===== config.mk =====
export PLATFORM = sky130hd
export DESIGN_NAME = array_list_append_remove
export DESIGN_NICKNAME = d
export VERILOG_FILES = /design/src/design/arl_pkg.sv /design/src/design/arl_ram.sv /design/src/design/array_list_append_remove.sv
export SDC_FILE = /design/constraint.sdc
export NUM_CORES = 1
export LEC_CHECK = 0
export BUFFER_PORTS_ARGS = -buffer_cell sky130_fd_sc_hd__buf_2
export CORE_MARGIN = 2
export CORE_UTILIZATION = 29
export CTS_BUF_LIST = sky130_fd_sc_hd__clkbuf_8
export DETAILED_ROUTE_END_ITERATION = 8
export SYNTH_ARGS = -nofsm -noshare
export SYNTH_HDL_FRONTEND = slang
export SYNTH_SLANG_ARGS = --single-unit

===== constraint.sdc =====
create_clock -name clk -period 3.7 [get_ports clk]
set_input_delay 0.555 -clock clk [delete_from_list [all_inputs] [get_ports clk]]
set_output_delay 0.555 -clock clk [all_outputs]
set_load 0.1 [all_outputs]

===== src/design/arl_pkg.sv =====
package arl_pkg;

    localparam int DEPTH_DEF = 16;
    localparam int DATA_W    = 32;
    localparam int CNT_W     = 5;
    localparam int CMD_W     = 2;

    localparam logic [CNT_W-1:0] CAP_RESET = 5'd16;

    typedef enum logic [CMD_W-1:0] {
        CMD_APPEND = 2'd0,
        CMD_REMOVE = 2'd1,
        CMD_CLEAR  = 2'd2,
        CMD_NOP    = 2'd3
    } cmd_t;

    typedef enum logic [2:0] {
        ST_IDLE,
        ST_SCAN_RD,
        ST_SCAN_CMP,
        ST_SHIFT_RD,
        ST_SHIFT_WR
    } state_t;

endpackage


===== src/design/arl_ram.sv =====
module arl_ram #(
    parameter int WIDTH = 32,
    parameter int DEPTH = 16
) (
    input  logic                     clk,
    input  logic                     we,
    input  logic [$clog2(DEPTH)-1:0] waddr,
    input  logic [WIDTH-1:0]         wdata,
    input  logic [$clog2(DEPTH)-1:0] raddr,
    output logic [WIDTH-1:0]         rdata
);

    logic [WIDTH-1:0] mem [DEPTH];

    always_ff @(posedge clk)
    begin
        if (we)
        begin
            mem[waddr] <= wdata;
        end
        rdata <= mem[raddr];
    end

endmodule


===== src/design/array_list_append_remove.sv =====
// Bounded ordered list of signed 32-bit words.
// Command channel: drive cmd and value with start high; the command is
// taken at a rising edge where start is high and busy is low.
// cmd: append at end, remove first entry equal to value (later entries
// move down one place), clear, or no operation.
// Every command gives one result: done is high for exactly one cycle with
// ok, count and empty_res. The receiver cannot stall; results must be taken
// in the cycle they appear.
// Append, clear, no-op and remove on an empty list show their result in
// the cycle after the transfer. Remove scans entries in order, a read state
// and a compare state per entry, up to the match, then moves each later
// entry down one place with a read state and a write state. Both loops
// use the single read and write ports of the entry RAM (registered read).
// A new command may be taken in the cycle done is shown.
// Configuration: cfg_data is written to the capacity register when
// cfg_valid and cfg_ready are high; cfg_ready is always high. Write it only
// while no command is in flight.
// Reset: count goes to zero, capacity to 16; RAM contents are not cleared.
module array_list_append_remove #(
    parameter int DEPTH = arl_pkg::DEPTH_DEF
) (
    input  logic                              clk,
    input  logic                              rst_n,
    input  logic                              start,
    output logic                              busy,
    input  logic [arl_pkg::CMD_W-1:0]         cmd,
    input  logic signed [arl_pkg::DATA_W-1:0] value,
    output logic                              done,
    output logic                              ok,
    output logic [arl_pkg::CNT_W-1:0]         count,
    output logic                              empty_res,
    input  logic                              cfg_valid,
    output logic                              cfg_ready,
    input  logic [arl_pkg::CNT_W-1:0]         cfg_data
);

    import arl_pkg::*;

    localparam int AW = $clog2(DEPTH);

    state_t             state_reg, state_next;
    logic [CNT_W-1:0]   fill_reg, fill_next;
    logic [CNT_W-1:0]   cap_reg;
    logic [AW-1:0]      ptr_reg, ptr_next;
    logic [DATA_W-1:0]  value_reg, value_next;
    logic               done_reg, done_next;
    logic               ok_reg, ok_next;

    logic               mem_we;
    logic [AW-1:0]      mem_waddr;
    logic [DATA_W-1:0]  mem_wdata;
    logic [AW-1:0]      mem_raddr;
    logic [DATA_W-1:0]  mem_rdata;

    logic               room;
    logic               more_after;
    logic               more_after_next;

    arl_ram #(
        .WIDTH(DATA_W),
        .DEPTH(DEPTH)
    ) u_ram (
        .clk  (clk),
        .we   (mem_we),
        .waddr(mem_waddr),
        .wdata(mem_wdata),
        .raddr(mem_raddr),
        .rdata(mem_rdata)
    );

    assign room = (fill_reg < cap_reg) && (32'(fill_reg) < DEPTH);
    assign more_after = (32'(ptr_reg) + 32'd1) < 32'(fill_reg);
    assign more_after_next = (32'(ptr_reg) + 32'd2) < 32'(fill_reg);

    always_ff @(posedge clk or negedge rst_n)
    begin
        if (!rst_n)
        begin
            state_reg <= ST_IDLE;
            fill_reg  <= '0;
            cap_reg   <= CAP_RESET;
            done_reg  <= 1'b0;
        end
        else
        begin
            state_reg <= state_next;
            fill_reg  <= fill_next;
            done_reg  <= done_next;
            if (cfg_valid && cfg_ready)
            begin
                cap_reg <= cfg_data;
            end
        end
    end

    always_ff @(posedge clk)
    begin
        ptr_reg   <= ptr_next;
        value_reg <= value_next;
        ok_reg    <= ok_next;
    end

    always_comb
    begin
        state_next = state_reg;
        fill_next  = fill_reg;
        ptr_next   = ptr_reg;
        value_next = value_reg;
        done_next  = 1'b0;
        ok_next    = ok_reg;
        mem_we     = 1'b0;
        mem_waddr  = ptr_reg;
        mem_wdata  = mem_rdata;
        mem_raddr  = ptr_reg;

        case (state_reg)
            ST_IDLE:
            begin
                if (start)
                begin
                    case (cmd_t'(cmd))
                        CMD_APPEND:
                        begin
                            done_next = 1'b1;
                            ok_next   = room;
                            if (room)
                            begin
                                mem_we    = 1'b1;
                                mem_waddr = AW'(fill_reg);
                                mem_wdata = value;
                                fill_next = fill_reg + CNT_W'(1);
                            end
                        end
                        CMD_REMOVE:
                        begin
                            if (fill_reg == '0)
                            begin
                                done_next = 1'b1;
                                ok_next   = 1'b0;
                            end
                            else
                            begin
                                ptr_next   = '0;
                                value_next = value;
                                state_next = ST_SCAN_RD;
                            end
                        end
                        CMD_CLEAR:
                        begin
                            done_next = 1'b1;
                            ok_next   = 1'b1;
                            fill_next = '0;
                        end
                        default:
                        begin
                            done_next = 1'b1;
                            ok_next   = 1'b0;
                        end
                    endcase
                end
            end
            ST_SCAN_RD:
            begin
                mem_raddr  = ptr_reg;
                state_next = ST_SCAN_CMP;
            end
            ST_SCAN_CMP:
            begin
                if (mem_rdata == value_reg)
                begin
                    if (more_after)
                    begin
                        state_next = ST_SHIFT_RD;
                    end
                    else
                    begin
                        fill_next  = fill_reg - CNT_W'(1);
                        ok_next    = 1'b1;
                        done_next  = 1'b1;
                        state_next = ST_IDLE;
                    end
                end
                else if (more_after)
                begin
                    ptr_next   = AW'(32'(ptr_reg) + 32'd1);
                    state_next = ST_SCAN_RD;
                end
                else
                begin
                    ok_next    = 1'b0;
                    done_next  = 1'b1;
                    state_next = ST_IDLE;
                end
            end
            ST_SHIFT_RD:
            begin
                mem_raddr  = AW'(32'(ptr_reg) + 32'd1);
                state_next = ST_SHIFT_WR;
            end
            ST_SHIFT_WR:
            begin
                mem_we    = 1'b1;
                mem_waddr = ptr_reg;
                mem_wdata = mem_rdata;
                ptr_next  = AW'(32'(ptr_reg) + 32'd1);
                if (more_after_next)
                begin
                    state_next = ST_SHIFT_RD;
                end
                else
                begin
                    fill_next  = fill_reg - CNT_W'(1);
                    ok_next    = 1'b1;
                    done_next  = 1'b1;
                    state_next = ST_IDLE;
                end
            end
            default:
            begin
                state_next = ST_IDLE;
            end
        endcase
    end

    assign busy      = (state_reg != ST_IDLE);
    assign cfg_ready = 1'b1;
    assign done      = done_reg;
    assign ok        = ok_reg;
    assign count     = fill_reg;
    assign empty_res = (fill_reg == '0);

endmodule

# Yosys cells after proc, flatten, opt, wreduce, memory -nomap -nowiden

Memory sizes are Yosys's and may differ from the RTL's. A register that Yosys moved wholly into a read port is not among the register bits.
Index checks and enable logic that the tools add are counted.

Equal/unequal tests: 18
$add $sub $neg: 4
Bitwise operators: 1
Multiplexer cells: 50
Reductions and logical operators: 11
Magnitude comparators: 4

Operator list:

| kind                                                            | number |
|---|---|
| 32-bit 2-to-1 mux                                               | 4 |
| 4-bit 2-to-1 mux                                                | 10 |
| 32-bit == test                                                  | 1 |
| 32-bit by 5-bit less-than comparator with 1-bit output          | 1 |
| 5-bit 2-to-1 mux                                                | 5 |
| 1-bit 2-to-1 mux                                                | 17 |
| 3-bit case mux with 5 select lines                              | 1 |
| 5-bit case mux with 3 select lines                              | 1 |
| 2-bit != test, second input constant                            | 7 |
| 3-bit 2-to-1 mux                                                | 4 |
| 4-bit case mux with 3 select lines                              | 1 |
| 5-bit less-than comparator                                      | 2 |
| 5-bit case mux with 2 select lines                              | 1 |
| 1-bit case mux with 3 select lines                              | 3 |
| 7-bit AND reduction                                             | 1 |
| 3-bit by 2-bit == test with 1-bit output, second input constant | 2 |
| 3-bit != test, second input constant                            | 2 |
| 6-bit AND reduction                                             | 1 |
| 3-bit nonzero test                                              | 2 |
| 4-bit by 1-bit adder with 5-bit output, second input constant   | 1 |
| 4-bit by 2-bit adder with 5-bit output, second input constant   | 1 |
| 5-bit by 1-bit adder with 5-bit output, second input constant   | 1 |
| 5-bit zero test                                                 | 1 |
| 5-bit less-than comparator, second input constant               | 1 |
| other kinds (16)                                                | 17 |

Output and inout port bits: 10
RAM bits: 512
Bits in registers: 51
Memories kept: 1

Memory list:

| memory    | depth | width | rd ports | clocked after Yosys merged registers in | wr ports | line          | RTL |
|---|---|---|---|---|---|---|---|
| u_ram.mem | 16    | 32    | 1        | 1                                       | 1        | arl_ram.sv:13 | `logic [WIDTH-1:0] mem [DEPTH];` |

# Logic depth before layout (Yosys ltp)

Depth in word-level cells: 8
Gate-level depth with buffers: 12
Gate-level depth less buffers: 9

# By module

Synthesis repeated with hierarchy kept, for this count alone.

Cells, all modules: 1130
Area, all modules: 23317.4 µm²

By module, submodules not included:

| module                   | area each (µm²) | cells each | instances | sequential area each (µm²) |
|---|---|---|---|---|
| arl_ram                  | 19835.3         | 838        | 1         | 16015.4 |
| array_list_append_remove | 3482.1          | 292        | 1         | 1462.7 |

# Worst setup path after synthesis

OpenSTA, ideal clock, no wires.

Path type: register to register
Start point: register fill_reg[0] (netlist: count[0])
End point: register value_reg[0] (enable)
Slack: -1990 ps
Data required time: 3270 ps
Setup time: 430 ps
Stages on the path, launching flop included: 8
Data arrival time: 5260 ps
Path through: dfrtp_1 clkbuf_1 inv_1 ha_1 nor4b_1 nor3b_1 nand2_1 nor2_1

Word-level cells in the longest chain between the ends: 3

RTL lines:

| item                          | line                           | RTL |
|---|---|---|
| from (decl)                   | array_list_append_remove.sv:42 | `logic [CNT_W-1:0] fill_reg, fill_next;` |
| from (signal assigned)        | array_list_append_remove.sv:87 | `fill_reg <= fill_next;` |
| 5-bit zero test               | -                              |  |
| net empty_res                 | array_list_append_remove.sv:31 | `output logic empty_res,` |
| 1-bit inverter (no line)      | -                              |  |
| 4-bit AND reduction (no line) | -                              |  |
| to (signal assigned)          | array_list_append_remove.sv:99 | `value_reg <= value_next;` |
| to (decl)                     | array_list_append_remove.sv:45 | `logic [DATA_W-1:0] value_reg, value_next;` |

The timed path passes the listed nets, and every way through them passes these cells.
A chain may end at the register's enable or synchronous reset.

# Worst setup path after layout

Start point: register cap_reg[4]
End point: memory u_ram.mem[10][9] (enable)

Word-level cells in the longest chain between the ends: 8
Elaborated cells between the ends (all ways): 12
Classes of those cells: order compare (1); mux (10); reduce/logical (1)

RTL lines:

| item                                   | line                            | RTL |
|---|---|---|
| from (decl)                            | array_list_append_remove.sv:43  | `logic [CNT_W-1:0] cap_reg;` |
| from (signal assigned)                 | array_list_append_remove.sv:91  | `cap_reg <= cfg_data;` |
| 5-bit less-than comparator (*)         | array_list_append_remove.sv:71  | `assign room = (fill_reg < cap_reg) && (32'(fill_reg) < DEPTH);` |
| 1-bit logical AND (*)                  | array_list_append_remove.sv:71  |  |
| 1-bit 2-to-1 mux                       | array_list_append_remove.sv:126 | `if (room)` |
| 1-bit 2-to-1 mux                       | array_list_append_remove.sv:121 | `case (cmd_t'(cmd))` |
| 1-bit 2-to-1 mux                       | array_list_append_remove.sv:119 | `if (start)` |
| 1-bit case mux with 2 select lines     | array_list_append_remove.sv:116 | `case (state_reg)` |
| 1-bit 2-to-1 mux                       | arl_ram.sv:17                   | `if (we)` |
| 1-bit 2-to-1 mux (implied by the code) | arl_ram.sv:19                   | `mem[waddr] <= wdata;` |
| to (decl)                              | arl_ram.sv:13                   |  |

Mark *: on every way between the ends. The rest lies on a longest branch, timed or not.

==> impl_metrics.tcl <==
set metrics [dict create \
    num_io_pins 53 \
    drv_slew 0 \
    avgViaCountPerCell 4.96 \
    fmax_ghz 0.298 \
    diodes 0 \
    cts_buffers 92 \
    antenna_found_initial 5 \
    hold_end "value_reg[3]" \
    wl_per_cell_um 21.9 \
    largest_reg_flops 512 \
    ys_ff_latch 595 \
    setup_viol 0 \
    postPlaceCellArea_um2 25600 \
    place.gp.congestion 0.741 \
    status "finished, final reports clean" \
    syn2layout_area_growth_pct 16.3 \
    r2r_start "cap_reg[4]" \
    grt_pass1_vias 13200 \
    r2r_cells 9 \
    place_hpwl_um 30900 \
    r2r_setup_slack_ns 0.34 \
    synth-main-ff-cell "edfxtp_1" \
    synthXorXnorAreaFrac_pct 1.57 \
    syn-num-nets 1450 \
    fin_area_um2 27400 \
    critPathMaxFanout 32 \
    ctsHoldBuffers 6 \
    grt_util_all_layers_pct 13.8 \
    worstMarginPinSlew_ns 1.14 \
    critical_path_required_ns 4.09 \
    final_antenna_net_count 0 \
    start_util_pct 29.3 \
    clock_latency_ns 0.70 \
    grt_max_degree 97 \
    syn_area_um2 23600 \
    cts_root_buf "clkbuf_8" \
    hold_path_class "in2reg" \
    route.detailed.drc 0 \
    cts_resized 0 \
    synthAdderAreaFrac_pct 0.903 \
    hold_depth 1 \
    synth_compound_area_share_pct 6.04 \
    dr.pass1.iters 5 \
    io_buffers 51 \
    p_total_mw 19.7 \
    fin_crit_sh_pct 90.7 \
    post_cts_buffers 0 \
    relSlewSlack_pct 23.9 \
    drive_above_1_share_pct 22.5 \
    maxCapViolations 0 \
    hold_viol_final 0 \
    nets 1573 \
    clk_pin_slew_ns 0.06 \
    synth_edf_count 549 \
    yosys.area_share.simple_pct 6.02 \
    worstSetupPathType "reg2reg" \
    die_h_um 289 \
    vias 13100 \
    start_kind "flip-flop" \
    synthCells 1390 \
    crit_start "cap_reg[4]" \
    synthMuxAreaShare_pct 9.32 \
    die_w_um 289 \
    syn_avg_cell_area_um2 17.0 \
    whs_ns 0.0587 \
    cts-htree-levels 3 \
    power_density_nw_per_um2 718 \
    period_minus_slack_ns 3.36 \
    cts.path.max_buffers 3 \
    hp-start "value[3]" \
    grt_pass1_wl_um 85200 \
    seq_area_frac_synth_pct 74.2 \
    yosysUniqueCellTypes 63 \
    ys_warn_count 0 \
    rows 104 \
    wl_um 57900 \
    power.leakage_nw 9.09 \
    cts_num_sinks 595 \
    die_area_um2 83600 \
    synth_top_family_by_area "multiplexers" \
    skew_ns 0.0547 \
    cts_tree "built" \
    coreArea_um2 80500 \
    synth-async-reset-ratio_pct 2.35 \
    crit-reg2reg-capture "u_ram.mem[10][9]" \
    finalSetupTns_ns 0 \
    rsz0062_at_grt "no" \
    arrival_ns 3.74 \
    vdd.ir_drop.worst_mv 0.381 \
    crit_path_end_kind "flip-flop" \
    drt-initial-drc-count 1114 \
    grt.overflow.total 0 \
]
layout make-up:
cell class	instances	area, um^2
clock buffer	105	1450
timing repair buffer	107	928
tap	1060	1330
clock inverter	65	319
multi-input combinational	704	5860
sequential	595	17500
fill	7564	53100
inverter	13	51.3
power breakdown:
group	switching, mW	leakage [nW]	internal [mW]
combinational	3.66	2.63	1.82
sequential	0.249	5.40	8.77
clock	2.55	1.06	2.62
total	6.46	9.09	13.2
layout by cell type (no fill, tap or decap), drive strengths merged, types with 33 or more instances in the layout:
master  synthesis  final
edfxtp        549    549
inv            12     57
mux2i          35     35
a22o           33     33
mux2           36     36
clkbuf         43    105
buf            35    101
nand3          40     40
a31oi          38     38
a31o           33     33
mux4           64     64
nand2         210    210
xnor2          36     36
stage by stage:
step                      std cells  util [%]  worst slack, ns
after detailed placement       2473      31.8            0.402
after CTS                      2649      34.0            0.390
after global routing           2649      34.0           0.0921
after floorplan                1390         -           -0.231
final                          2649      34.0            0.344
after global placement         2473      31.8            0.501
cells in the mapped netlist, drive strengths merged, types with 4 or more instances:
cell type  instances  area (um^2)
mux2              36          405
xnor2             36          334
xor2               4         35.0
nor4               4         25.0
o21ai             16         80.1
buf               35          252
nand4              8         50.1
a22o              33          289
and2               4         25.0
mux2i             35          350
nor3b              4         30.0
dfxtp             32          641
inv               12         47.6
nor3               7         35.0
nand3             40          200
a31o              33          289
a32oi             32          280
mux4              64         1440
nand2            210          805
nor2              31          116
a21oi             11         55.1
ha                17          213
a31oi             38          238
nand2b             4         25.0
edfxtp           549        16500
dfrtp             13          325
nor2b              5         31.3
clkbuf            43          161
worst max path at each step:
| stage | depth (start not counted) | slack [ns] | end |
|---|---|---|---|
| final | 9 | 0.34 | u_ram.mem[10][9] |
| after global routing | 8 | 0.09 | ptr_reg[0] |
| after CTS | 8 | 0.39 | ptr_reg[1] |
| after detailed placement | 9 | 0.40 | u_ram.mem[10][21] |
| after global placement | 9 | 0.50 | u_ram.mem[10][21] |
| after floorplan | 7 | -0.23 | u_ram.mem[12][0] |
critical path, cell delays in order (launching register included):
cell      delay (ns)
dfstp_2         0.51
inv_1           0.05
ha_1            0.26
o21ai_0         0.12
o211ai_1        0.73
buf_4           0.26
nor3_1          0.05
a31oi_1         0.77
nor2_4          0.08
buf_12          0.25
metal layers:
| layer | track usage (%) | wire length [um] |
|---|---|---|
| met1 | 18.8 | 25200 |
| met2 | 21.7 | 26800 |
| met3 | 3.46 | 4250 |
| met4 | 4.48 | 1540 |
| met5 | 0 | 23 |
logic make-up (layout without fill, tap and decap cells):
logic type	after synthesis	in the layout
mux	135	135
compound gates	185	185
flops	595	595
other cells	1	1
simple gates	326	326
fa+ha+maj	17	17
buf+inv	91	290
xor+xnor	40	40
Note: power is estimated with default switching activity, not from simulation.
